`config.mk`:
```
export PLATFORM = sky130hd
export DESIGN_NAME = double_byte_aware_substring_search_flat
export DESIGN_NICKNAME = d
export VERILOG_FILES = /design/src/sv/dbss_pkg.sv /design/src/sv/dbss_if.sv /design/src/sv/dbss_cell.sv /design/src/sv/double_byte_aware_substring_search.sv /design/src/flat_wrapper.sv
export SDC_FILE = /design/constraint.sdc
export NUM_CORES = 1
export LEC_CHECK = 0
export ABC_CLOCK_PERIOD_IN_PS = 6700
export BUFFER_PORTS_ARGS = -buffer_cell sky130_fd_sc_hd__buf_2
export CORE_MARGIN = 5
export CORE_UTILIZATION = 26
export DETAILED_ROUTE_END_ITERATION = 16
export GPL_TIMING_DRIVEN = 0
export HOLD_SLACK_MARGIN = 0.02
export MAX_ROUTING_LAYER = met4
export SYNTH_ARGS = -nofsm -noshare
export SYNTH_HDL_FRONTEND = slang
export SYNTH_SLANG_ARGS = --single-unit
```
`constraint.sdc`:
```
create_clock -name clk -period 6.7 [get_ports clk]
set_input_delay 0.67 -clock clk [delete_from_list [all_inputs] [get_ports clk]]
set_output_delay 0.67 -clock clk [all_outputs]
set_load 0.01 [all_outputs]
```
`src/sv/dbss_pkg.sv`:
```
// Shared types and constants for the double-byte aware substring search.
`default_nettype none
package dbss_pkg;

  localparam int PAT_BYTES = 8;                 // bytes held by the pattern register
  localparam int PAT_W     = 8 * PAT_BYTES;     // pattern register width
  localparam int LEN_W     = 4;                 // pattern length register width
  localparam int SEL_W     = $clog2(PAT_BYTES); // byte select into the pattern
  localparam int CFG_IDX_W = 1;
  localparam int CFG_W     = PAT_W;

  localparam logic [CFG_IDX_W-1:0] REG_PATTERN_BYTES  = 1'd0;
  localparam logic [CFG_IDX_W-1:0] REG_PATTERN_LENGTH = 1'd1;

  typedef logic [7:0]       byte_t;
  typedef logic [PAT_W-1:0] pattern_t;
  typedef logic [LEN_W-1:0] len_t;

  // Control shared by every cell of the chain.
  typedef struct packed {
    logic shift;
    logic clear;
  } cell_ctrl_t;

  // What each cell reports about the window after the current shift.
  typedef struct packed {
    logic hit;
    logic start_ok;
  } cell_stat_t;

endpackage
`default_nettype wire

```
`src/sv/dbss_if.sv`:
```
// Stream interfaces for text bytes in and search results out.
`default_nettype none
interface dbss_in_if;
  logic       valid;
  logic       ready;
  logic [7:0] text_byte;
  logic       last_byte;

  modport source (output valid, output text_byte, output last_byte, input ready);
  modport sink (input valid, input text_byte, input last_byte, output ready);
endinterface

interface dbss_out_if #(
  parameter int POSITION_BITS = 16
);
  logic                     valid;
  logic                     ready;
  logic                     found;
  logic [POSITION_BITS-1:0] start_position;

  modport source (output valid, output found, output start_position, input ready);
  modport sink (input valid, input found, input start_position, output ready);
endinterface
`default_nettype wire

```
`src/sv/dbss_cell.sv`:
```
// One cell of the window chain: holds a text byte and its start flag.
`default_nettype none
module dbss_cell #(
  parameter int K = 0
) (
  input  wire                  clk,
  input  wire                  rst_n,
  input  dbss_pkg::cell_ctrl_t ctrl,
  input  dbss_pkg::pattern_t   pattern,
  input  dbss_pkg::len_t       eff_len,
  input  dbss_pkg::byte_t      byte_in,
  input  wire                  flag_in,
  output dbss_pkg::byte_t      byte_q,
  output logic                 flag_q,
  output dbss_pkg::cell_stat_t stat
);
  import dbss_pkg::*;

  byte_t           byte_r;
  logic            flag_r;
  logic            active;
  logic            first;
  logic [LEN_W-1:0] diff;
  logic [SEL_W-1:0] sel;
  byte_t           pat_byte;

  // This cell holds the text byte that lines up with pattern byte len-1-K.
  assign active   = LEN_W'(K) < eff_len;
  assign first    = (LEN_W'(K) + LEN_W'(1)) == eff_len;
  assign diff     = eff_len - LEN_W'(1) - LEN_W'(K);
  assign sel      = diff[SEL_W-1:0];
  assign pat_byte = pattern[8*sel +: 8];

  assign stat.hit      = !active || (byte_in == pat_byte);
  assign stat.start_ok = first && flag_in;

  always_ff @(posedge clk) begin
    if (!rst_n || (ctrl.shift && ctrl.clear)) begin
      byte_r <= '0;
      flag_r <= 1'b0;
    end else if (ctrl.shift) begin
      byte_r <= byte_in;
      flag_r <= flag_in;
    end
  end

  assign byte_q = byte_r;
  assign flag_q = flag_r;

endmodule
`default_nettype wire

```
`src/sv/double_byte_aware_substring_search.sv`:
```
// Double-byte aware substring search: top level with the cell chain and result register.
//
// Text bytes arrive on in_chan, one transfer per byte, with last_byte marking the
// final byte of a text. The pattern (1 to 8 bytes, first byte lowest) and its
// length are written through the cfg_ port by the user, only while the block is
// idle; the block does not enforce it. A match may only start on a character
// boundary: a start byte with bit 7 set is a double-byte lead, so the byte after
// it cannot start a match. Exactly one result per text leaves on out_chan: found
// with the 1-based start position when the first match completes, or found 0 on
// the last byte. The position saturates at 2^POSITION_BITS-1.
// One byte is taken every cycle while in_chan is not stalled; the window compare
// across the row of cells is combinational, and a result appears on out_chan in
// the cycle after the transfer of the byte that caused it.
// The output register holds a result until out_chan takes it; while it is full and
// out_chan is not ready, in_chan is stalled, whether or not the next byte would
// produce a result.
// Reset clears the window, the byte count and the result valid flag; the pattern
// resets to length 1 with all bytes zero. After the last byte of a text the
// window state returns to its reset value, the pattern registers are kept.
`default_nettype none
module double_byte_aware_substring_search #(
  parameter int MAX_PATTERN   = 8,
  parameter int POSITION_BITS = 16
) (
  input  wire                              clk,
  input  wire                              rst_n,
  dbss_in_if.sink                          in_chan,
  dbss_out_if.source                       out_chan,
  input  wire                              cfg_we,
  input  wire [dbss_pkg::CFG_IDX_W-1:0]    cfg_index,
  input  wire [dbss_pkg::CFG_W-1:0]        cfg_wdata
);
  import dbss_pkg::*;

  localparam int CNT_W = POSITION_BITS + 1;
  localparam logic [CNT_W-1:0] POS_MAX   = {1'b0, {POSITION_BITS{1'b1}}};
  localparam logic [CNT_W-1:0] COUNT_CAP = POS_MAX + CNT_W'(MAX_PATTERN);

  pattern_t                 pattern_r;
  len_t                     len_r;
  len_t                     eff_len;
  logic [CNT_W-1:0]         count_r;
  logic [CNT_W-1:0]         count_nxt;
  logic [CNT_W-1:0]         pos_raw;
  logic [POSITION_BITS-1:0] pos_sat;
  logic                     reported_r;
  logic                     nsa_r;
  logic                     nsa_nxt;
  logic                     accept;
  logic                     match_now;
  logic                     emit;
  logic                     all_hit;
  logic                     start_ok;
  logic                     out_valid_r;
  logic                     found_r;
  logic [POSITION_BITS-1:0] pos_r;
  cell_ctrl_t               ctrl;
  byte_t                    byte_in [MAX_PATTERN];
  byte_t                    byte_q  [MAX_PATTERN];
  logic [MAX_PATTERN-1:0]   flag_in;
  logic [MAX_PATTERN-1:0]   flag_q;
  cell_stat_t               stat    [MAX_PATTERN];
  logic [MAX_PATTERN-1:0]   hit_vec;
  logic [MAX_PATTERN-1:0]   start_vec;

  // Configuration registers.
  always_ff @(posedge clk) begin
    if (!rst_n) begin
      pattern_r <= '0;
      len_r     <= len_t'(1);
    end else if (cfg_we) begin
      case (cfg_index)
        REG_PATTERN_BYTES:  pattern_r <= cfg_wdata;
        REG_PATTERN_LENGTH: len_r     <= cfg_wdata[LEN_W-1:0];
        default: ;
      endcase
    end
  end

  always_comb begin
    if (len_r == '0) begin
      eff_len = len_t'(1);
    end else if (len_r > len_t'(MAX_PATTERN)) begin
      eff_len = len_t'(MAX_PATTERN);
    end else begin
      eff_len = len_r;
    end
  end

  // The result register must be free, or emptying this cycle, before a byte is taken.
  assign in_chan.ready = !out_valid_r || out_chan.ready;
  assign accept        = in_chan.valid && in_chan.ready;

  assign ctrl.shift = accept;
  assign ctrl.clear = in_chan.last_byte;

  genvar k;
  generate
    for (k = 0; k < MAX_PATTERN; k++) begin : g_cell
      if (k == 0) begin : g_head
        assign byte_in[k] = in_chan.text_byte;
        assign flag_in[k] = nsa_r;
      end else begin : g_body
        assign byte_in[k] = byte_q[k-1];
        assign flag_in[k] = flag_q[k-1];
      end

      dbss_cell #(
        .K (k)
      ) u_cell (
        .clk     (clk),
        .rst_n   (rst_n),
        .ctrl    (ctrl),
        .pattern (pattern_r),
        .eff_len (eff_len),
        .byte_in (byte_in[k]),
        .flag_in (flag_in[k]),
        .byte_q  (byte_q[k]),
        .flag_q  (flag_q[k]),
        .stat    (stat[k])
      );

      assign hit_vec[k]   = stat[k].hit;
      assign start_vec[k] = stat[k].start_ok;
    end
  endgenerate

  assign all_hit  = &hit_vec;
  assign start_ok = |start_vec;

  assign count_nxt = (count_r < COUNT_CAP) ? count_r + CNT_W'(1) : count_r;
  assign nsa_nxt   = !(nsa_r && in_chan.text_byte[7]);

  // The start flag is only set for bytes of this text, so it also covers short texts.
  assign match_now = !reported_r && start_ok && all_hit;
  assign emit      = accept && (match_now || (in_chan.last_byte && !reported_r));

  assign pos_raw = count_nxt - CNT_W'(eff_len) + CNT_W'(1);
  assign pos_sat = (pos_raw > POS_MAX) ? POS_MAX[POSITION_BITS-1:0]
                                       : pos_raw[POSITION_BITS-1:0];

  always_ff @(posedge clk) begin
    if (!rst_n) begin
      count_r    <= '0;
      reported_r <= 1'b0;
      nsa_r      <= 1'b1;
    end else if (accept) begin
      if (in_chan.last_byte) begin
        count_r    <= '0;
        reported_r <= 1'b0;
        nsa_r      <= 1'b1;
      end else begin
        count_r    <= count_nxt;
        reported_r <= reported_r || match_now;
        nsa_r      <= nsa_nxt;
      end
    end
  end

  always_ff @(posedge clk) begin
    if (!rst_n) begin
      out_valid_r <= 1'b0;
    end else if (emit) begin
      out_valid_r <= 1'b1;
    end else if (out_chan.ready) begin
      out_valid_r <= 1'b0;
    end
  end

  always_ff @(posedge clk) begin
    if (emit) begin
      found_r <= match_now;
      pos_r   <= match_now ? pos_sat : '0;
    end
  end

  assign out_chan.valid          = out_valid_r;
  assign out_chan.found          = found_r;
  assign out_chan.start_position = pos_r;

  a_found_pos : assert property (@(posedge clk) disable iff (!rst_n)
    out_chan.valid && out_chan.found |-> out_chan.start_position != '0)
    else $error("found result carries a zero start position");

  a_miss_pos : assert property (@(posedge clk) disable iff (!rst_n)
    out_chan.valid && !out_chan.found |-> out_chan.start_position == '0)
    else $error("miss result carries a non-zero start position");

  a_text_end : assert property (@(posedge clk) disable iff (!rst_n)
    accept && in_chan.last_byte |=> count_r == '0 && !reported_r && nsa_r)
    else $error("text state not cleared after the last byte");

  a_one_result : assert property (@(posedge clk) disable iff (!rst_n)
    accept && reported_r && !in_chan.last_byte |=> !$rose(out_valid_r))
    else $error("second result for a text that already reported a match");

endmodule
`default_nettype wire
```
`src/flat_wrapper.sv`:
```
// flat-port wrapper written by rule: the top's interface ports become plain ports
module double_byte_aware_substring_search_flat import dbss_pkg::*;
#(
  parameter int MAX_PATTERN   = 8,
  parameter int POSITION_BITS = 16
)
  (clk, rst_n, cfg_we, cfg_index, cfg_wdata, in_chan_valid, in_chan_text_byte, in_chan_last_byte, in_chan_ready, out_chan_valid, out_chan_found, out_chan_start_position, out_chan_ready);
  dbss_in_if in_chan_i ();
  dbss_out_if #(.POSITION_BITS(POSITION_BITS)) out_chan_i ();
  input  wire clk;
  input  wire rst_n;
  input  wire cfg_we;
  input  wire [dbss_pkg::CFG_IDX_W-1:0] cfg_index;
  input  wire [dbss_pkg::CFG_W-1:0] cfg_wdata;
  input wire logic [$bits(in_chan_i.valid)-1:0] in_chan_valid;
  input wire logic [$bits(in_chan_i.text_byte)-1:0] in_chan_text_byte;
  input wire logic [$bits(in_chan_i.last_byte)-1:0] in_chan_last_byte;
  output wire logic [$bits(in_chan_i.ready)-1:0] in_chan_ready;
  output wire logic [$bits(out_chan_i.valid)-1:0] out_chan_valid;
  output wire logic [$bits(out_chan_i.found)-1:0] out_chan_found;
  output wire logic [$bits(out_chan_i.start_position)-1:0] out_chan_start_position;
  input wire logic [$bits(out_chan_i.ready)-1:0] out_chan_ready;
  assign in_chan_i.valid = in_chan_valid;
  assign in_chan_i.text_byte = in_chan_text_byte;
  assign in_chan_i.last_byte = in_chan_last_byte;
  assign in_chan_ready = in_chan_i.ready;
  assign out_chan_valid = out_chan_i.valid;
  assign out_chan_found = out_chan_i.found;
  assign out_chan_start_position = out_chan_i.start_position;
  assign out_chan_i.ready = out_chan_ready;
  double_byte_aware_substring_search #(.MAX_PATTERN(MAX_PATTERN), .POSITION_BITS(POSITION_BITS)) u_core (.clk(clk), .rst_n(rst_n), .in_chan(in_chan_i), .out_chan(out_chan_i), .cfg_we(cfg_we), .cfg_index(cfg_index), .cfg_wdata(cfg_wdata));
endmodule
```
==> summary.md, run 1 <==
| Metric | Value |
|---|---|
| Vias/cell | `5.13` |
| CTS tree | `yes` |
| Synth unique cells | `75` |
| Antenna violations before repair | `0` |
| Synth area leaders | `dfxtp_1, nand2_1, mux4_2, mux2i_1, a21oi_1` |
| Core Region | `41800 µm²` |
| Routability cong. | `1.03` |
| Hold Slack | `0.467 ns` |
| Max frequency | `166 MHz` |
| Cells after synthesis | `1278` |
| Die Area | `46200 µm²` |
| Drt first-iter violations | `854` |
| Finished Core Util | `30.4%` |
| Nature of the critical path startpoint | `register` |
| Clock sinks | `168` |
| Synth top area share | `27.7%` |
| TNS Setup | `0 ns` |
| Max incr delay on CP | `0.59 ns` |
| CP endpoint kind | `register` |
| Flop2flop setup slack | `0.68 ns` |
| VDD IR-drop max | `0.000166 V` |
| Post-route cell area | `12700 µm²` |
| Fin. Hold Viols | `0` |
| Register bit total from synthesis | `168` |
| Setup Skew | `0.0147 ns` |
| P&R area growth vs syn | `16.2%` |
| Hold Buf Count CTS | `0` |
| Vias | `9981` |
| Most frequent cells after synthesis | `nand2_1, dfxtp_1, a21oi_1` |
| Multi-input logic area | `6900 µm²` |
| Avg Cell Area, Syn | `8.55 µm²` |
| Area occupied by registers | `3530 µm²` |
| Seq/Total Area, Yosys | `32.4%` |
| Worst-margin pin slew | `0.950 ns` |
| Port bufs | `97` |
| Setup ws final | `0.684 ns` |
| Site Rows | `75` |
| Worst Hold Class | `in2reg` |
| Period utilization | `89.8%` |
| Final setup vio count | `0` |
| Layout cell share with drive strength beyond 1 | `14.9%` |
| Hold depth | `3` |
| Vias in the first global route | `9796` |
| CP max FO | `17` |
| Die H | `215 µm` |
| Antenna Nets Post-Route | `0` |
| CP delay by family, top | `buffers and inverters` |
| Drc violations | `0` |
| Crit-path cells | `clkinv_1 -> and2_4 -> inv_4 -> buf_4 -> buf_4 -> ha_1 -> clkbuf_1 -> buf_1 -> mux4_2 -> xnor2_1 -> a2111oi_0 -> a41oi_1 -> a21oi_1 -> nand3_1 -> buf_2 -> a21oi_4` |
| Clock Tree Root | `clkbuf_16` |
| Total power draw | `2.63 mW` |
| Area leader, netlist | `dfxtp_1` |
| H-tree levels | `4` |
| Largest net degree at the start of global routing | `18` |
| Worst r2r dst | `u_core.out_chan.start_position[1]` |
| Die extent in x | `215 µm` |
| FF-to-FF path depth | `16` |
| Post-CTS Repair Setup Buffers | `0` |
| WP data required | `6.77 ns` |
| DP Worst Slack | `0.532 ns` |
| Slew headroom | `36.6%` |
| Initial Utilization | `26.2%` |
| Synth warn | `0` |
| Hpwl dp | `29900 µm` |
| Leak pwr | `4.77 nW` |
| Mapped Area | `10900 µm²` |
| Number of max-cap violations | `0` |
| Top-level port count | `98` |
| Clock Tree Buf Depth | `2` |
| Setup CP Type | `reg2reg` |
| Hold Crit Start | `cfg_wdata[43]` |
| Final min period | `6.02 ns` |
| CP most frequent cell | `buf_4` |
| Outcome | `finished clean` |
| P per Cell Area | `207 nW/µm²` |
| CP max-delay cell | `buf_1` |
| RSZ-0062 raised after global routing | `false` |
| Primary FF master, synth | `dfxtp_1` |
| Area after DPL | `12100 µm²` |
| Buf/Inv on CP | `7` |
| Routed WL per cell | `19.5 µm` |
| Reg2reg start | `u_core.len_r[3]` |
| Cell with the most instances after synthesis | `nand2_1` |
| Ys async rst share | `0%` |
| Final Non-Filler Cells | `1945` |
| TritonCTS Buffers | `17` |
| Antenna diodes | `0` |
| First-pass GRT wire length | `58200 µm` |
| Hold Crit Endpoint | `u_core.pattern_r[43]` |
| Slew Limit Fails | `0` |
| Cells after DPL | `1914` |
| Fillers | `4412` |
| Syn nets | `1386` |
| Fin nets | `1502` |
| Worst EP arrival | `6.09 ns` |
| Worst skew pair latency | `0.45 ns` |
| CTS clk-pin slew, worst paths | `0.07 ns` |
| Gr usage total | `16.5%` |
| WL final | `37900 µm` |
| Total gr overflow | `0` |
| Drt pass-1 iters | `5` |
| Post-synth EDFFs | `17` |
==> repair_timing <==
action,CTS,global route
setup endpoints to repair,0,17
endpoints found under the hold margin,0,0
gates resized for setup,0,1
==> registers in the layout (all words and copies together) (netlist names) <==
name	cells
u_core.out_chan.valid	1
u_core.g_cell.u_cell.flag_q	7
u_core.count_r	17
u_core.g_cell.u_cell.byte_q	56
u_core.nsa_r	1
u_core.out_chan.found	1
u_core.pattern_r	64
u_core.reported_r	1
u_core.len_r	4
u_core.out_chan.start_position	16
==> worst max path at each step <==
stage | from | endpoint | cells past startpoint
floorplan | u_core.len_r[3] | u_core.out_chan.found | 17
global placement | u_core.len_r[3] | u_core.out_chan.start_position[8] | 16
detailed placement | u_core.len_r[3] | u_core.out_chan.start_position[9] | 16
CTS | u_core.len_r[3] | u_core.out_chan.start_position[2] | 16
global route | u_core.len_r[3] | u_core.out_chan.start_position[9] | 16
finish | u_core.len_r[3] | u_core.out_chan.start_position[1] | 16
==> area by class of cell <==
type	count	area share, %
clock buffers	17	3.35
inverters	31	0.937
well taps	539	5.31
repair buffers	97	3.83
multi-input cells	992	54.4
clock inverters	14	1.36
plain buffers	87	2.97
flip-flops and latches	168	27.8
==> cells in the final DEF, fill, tap and decap left out, types with 6 or more instances in the layout <==
cell type and instances:
xnor2_1 43, dfxtp_1 151, a21oi_1 105, buf_2 107, clkbuf_16 17, ha_1 28, nand2_1 298, a21o_1 7
nand3_1 30, inv_1 27, nand2b_1 10, buf_1 14, nor2b_1 16, mux2i_1 87, nor3_1 9, o21ai_0 25
xor2_1 39, or3_1 6, a21boi_0 67, clkbuf_1 56, nand4_1 8, and3_1 11, edfxtp_1 17, mux4_2 43
nor2_1 41, a22oi_1 40
==> routing by layer <==
layer,vias up,share of wire [%],wire [µm],global-route usage [%]
li1,4761,-,-,-
met1,4790,44,16700,21.4
met2,366,47,17800,26.7
met3,64,6.1,2300,2.77
met4,0,2.9,1100,4.98
met5,-,0,0,-
==> worst reg2reg max path, stage by stage, from the launching register on <==
cell and delay (ns):
dfxtp_1 0.42, clkinv_1 0.39, and2_4 0.30, inv_4 0.15, buf_4 0.28, buf_4 0.33
ha_1 0.24, clkbuf_1 0.51, buf_1 0.60, mux4_2 0.43, xnor2_1 0.15, a2111oi_0 0.40
a41oi_1 0.25, a21oi_1 0.18, nand3_1 0.18, buf_2 0.28, a21oi_4 0.54
==> logic make-up after synthesis <==
kind of cell	count (synthesis)	synth area share, %
buffers and inverters	118	4.54
AOI/OAI and AO/OA	298	18.2
xor gates and xnor gates	83	6.72
DFF	168	32.4
adders and majority gates	29	3.39
muxes	131	16.9
and+or+nand+nor	451	17.8
==> where the power goes <==
part	leakage, nW	internal (mW)	switching (mW)
sequential	1.39	1.05	0.0423
clock	0.286	0.588	0.448
combinational	3.10	0.207	0.301
No activity file was read; power rests on OpenSTA's default activity.
==> inputs of run 2 (changes only) <==
- ABC_CLOCK_PERIOD_IN_PS: 6700 -> 6800
- SYNTH_HIERARCHICAL: unset -> 1
- clock period: 6.7 -> 6.8 ns (I/O delays scaled with it)
==> run 2 against run 1 <==
Setup slack worse by 0.051 ns. Clock power about the same. Via count is 11% higher. Final cell count increased by 4.5%. Sequential power is essentially flat. Maximum frequency down 2.4%. Sequential share of layout area is 3.6 points lower. Global-route usage is 0.79 points higher. Worst hold slack lost 0.0017 ns. Clock skew fell by 0.0029 ns. Critical endpoint is now u_core/out_chan.valid. Highest routed layer unchanged.
==> summary.md, run 2 <==
| Metric | Value |
|---|---|
| Max incr delay on CP | `0.86 ns` |
| Max reg flops | `64` |
| Worst skew pair latency | `0.46 ns` |
| WP data required | `7.18 ns` |
| P per Cell Area | `184 nW/µm²` |
| Crit-path cells | `inv_1 -> o21ai_0 -> inv_1 -> buf_6 -> buf_12 -> inv_1 -> ha_1 -> clkbuf_1 -> buf_2 -> mux4_2 -> xor2_1 -> nor4_1 -> nand3_1 -> o221ai_1 -> nand4_1 -> nor3b_1 -> nand4_1 -> a21o_1 -> clkbuf_1 -> a21oi_2 -> inv_1 -> a21boi_0` |
| Routability cong. | `0.983` |
| Worst EP arrival | `6.55 ns` |
| Hold depth | `2` |
| Site Rows | `81` |
| Drt pass-1 iters | `7` |
| Final min period | `6.17 ns` |
| Slew headroom | `21.2%` |
| Drc violations | `0` |
| Gates resized, CTS repair | `0` |
| CTS clk-pin slew, worst paths | `0.07 ns` |
| P&R area growth vs syn | `14.9%` |
| Final setup vio count | `0` |
| Nature of the critical path startpoint | `register` |
| Clock sinks | `168` |
| TNS Setup | `0 ns` |
| Drt first-iter violations | `1218` |
| Vias in the first global route | `10879` |
| Avg Cell Area, Syn | `9.94 µm²` |
| CP endpoint kind | `register` |
| Post-route cell area | `14600 µm²` |
| Synth warn | `6` |
| Hold Crit Start | `u_core/len_r[0]` |
| Reg2reg start | `u_core/len_r[3]` |
| Setup CP Type | `reg2reg` |
| First-pass GRT wire length | `68300 µm` |
| Worst r2r dst | `u_core/out_chan.valid` |
| Syn nets | `1384` |
| Cells after synthesis | `1277` |
| Hpwl dp | `33000 µm` |
| Slew Limit Fails | `0` |
| VDD IR-drop max | `0.000173 V` |
| CP max-delay cell | `a21oi_2` |
| Hold Buf Count CTS | `0` |
| Antenna violations before repair | `2` |
| CP delay by family, top | `buffers and inverters` |
| Max frequency | `162 MHz` |
| Worst Hold Class | `reg2reg` |
| Mapped Area | `12700 µm²` |
| Antenna Nets Post-Route | `0` |
| Hold Crit Endpoint | `u_core/len_r[0]` |
| Commonest non-fill, non-tap cell in the layout | `nand2_1` |
| Fin. Hold Viols | `0` |
| Period utilization | `90.7%` |
| CP most frequent cell | `inv_1` |
| Top reg by flops | `u_core/pattern_r` |
| Post-CTS Repair Setup Buffers | `0` |
| DP Worst Slack | `0.734 ns` |
| WL final | `45700 µm` |
| Vias | `11123` |
| CP max FO | `18` |
| Commonest non-fill, non-tap cells in the layout | `nand2_1, dfxtp_1, mux2i_1` |
| Buf/Inv on CP | `9` |
| Layout cell share with drive strength beyond 1 | `17.7%` |
| Total gr overflow | `0` |
| RSZ-0062 raised after global routing | `false` |
| Routed WL per cell | `22.5 µm` |
| Die extent in x | `231 µm` |
| Outcome | `finished clean` |
| Worst-margin pin slew | `1.18 ns` |
| Core Region | `48600 µm²` |
| Gr usage total | `17.3%` |
| FF-to-FF path depth | `22` |
| Top-level port count | `98` |
| TritonCTS Buffers | `17` |
| Die Area | `53300 µm²` |
| CTS tree | `yes` |
| Number of max-cap violations | `0` |
| Area after DPL | `14000 µm²` |
| Fin nets | `1500` |
| H-tree levels | `4` |
| Setup Skew | `0.0119 ns` |
| Port bufs | `97` |
| Clock Tree Buf Depth | `2` |
| Largest net degree at the start of global routing | `29` |
| Setup ws final | `0.633 ns` |
| Leak pwr | `6.22 nW` |
| Clock Tree Root | `clkbuf_16` |
| Die H | `231 µm` |
| Initial Utilization | `26.1%` |
| Vias/cell | `5.47` |
| Flop2flop setup slack | `0.63 ns` |
run 2: changes by cell type in the layout (fill, tap and decap cells not counted), sizes merged, moves of 10 or more:
cell    before  now
nor2        42   90
o22ai        1   11
mux4        43   98
clkbuf      73   57
nor4         5   30
mux2i       87  126
nand2      298  181
xor2        39   86
xnor2       44   30
a21oi      106   43
a22oi       40   30
mux2         1   11
run 2: metrics by stage:
stage / total power [mW] / util [%] / std cells / hold slack, ns
after floorplan: 1.48 / - / 1277 / 0.435
after global placement: 1.65 / 28.7 / 1996 / 0.447
after detailed placement: 1.66 / 28.7 / 1996 / 0.452
after CTS: 2.70 / 30.0 / 2028 / 0.449
after global routing: 2.79 / 30.0 / 2030 / 0.473
final: 2.69 / 30.0 / 2032 / 0.465
run 2: final cells by class:
cell class / count / area (µm²)
well taps: 622 / 778
clock buffers: 17 / 425
clock inverters: 15 / 190
multi-input cells: 998 / 8510
repair buffers: 97 / 485
inverters: 32 / 120
fillers: 5052 / 34100
diodes: 4 / 10.0
plain buffers: 79 / 528
flip-flops and latches: 168 / 3530
run 2: where the power goes:
part	internal, mW	total [mW]	switching [mW]	leakage (nW)
Sequential	1.03	1.12	0.0903	1.39
Combinational	0.254	0.529	0.275	4.53
Clock	0.587	1.04	0.452	0.298
run 2: routing by layer:
layer / GRT usage [%] / share of wire, % / vias up
met3: 4.66 / 9.6 / 186
li1: - / - / 4965
met5: - / 0 / -
met2: 26.5 / 45 / 650
met1: 21.2 / 40 / 5322
met4: 8.60 / 5.5 / 0
run 2: how the worst max path moves through the flow:
| stage | from | endpoint | slack (ns) | cells past startpoint |
|---|---|---|---|---|
| CTS | u_core/len_r[3] | u_core/out_chan.valid | 0.70 | 22 |
| detailed placement | u_core/len_r[3] | u_core/out_chan.valid | 0.73 | 22 |
| finish | u_core/len_r[3] | u_core/out_chan.valid | 0.63 | 22 |
| global route | u_core/len_r[3] | u_core/out_chan.valid | 0.22 | 22 |
| floorplan | u_core/len_r[3] | u_core/out_chan.found | 1.88 | 20 |
| global placement | u_core/len_r[3] | u_core/out_chan.valid | 0.35 | 22 |
run 2: tightest hold or removal path: cells and delay by family (launching register included):
family,cells,cell delay [ns]
flip-flops,1,0.32
AND/OR/NAND/NOR,2,0.11
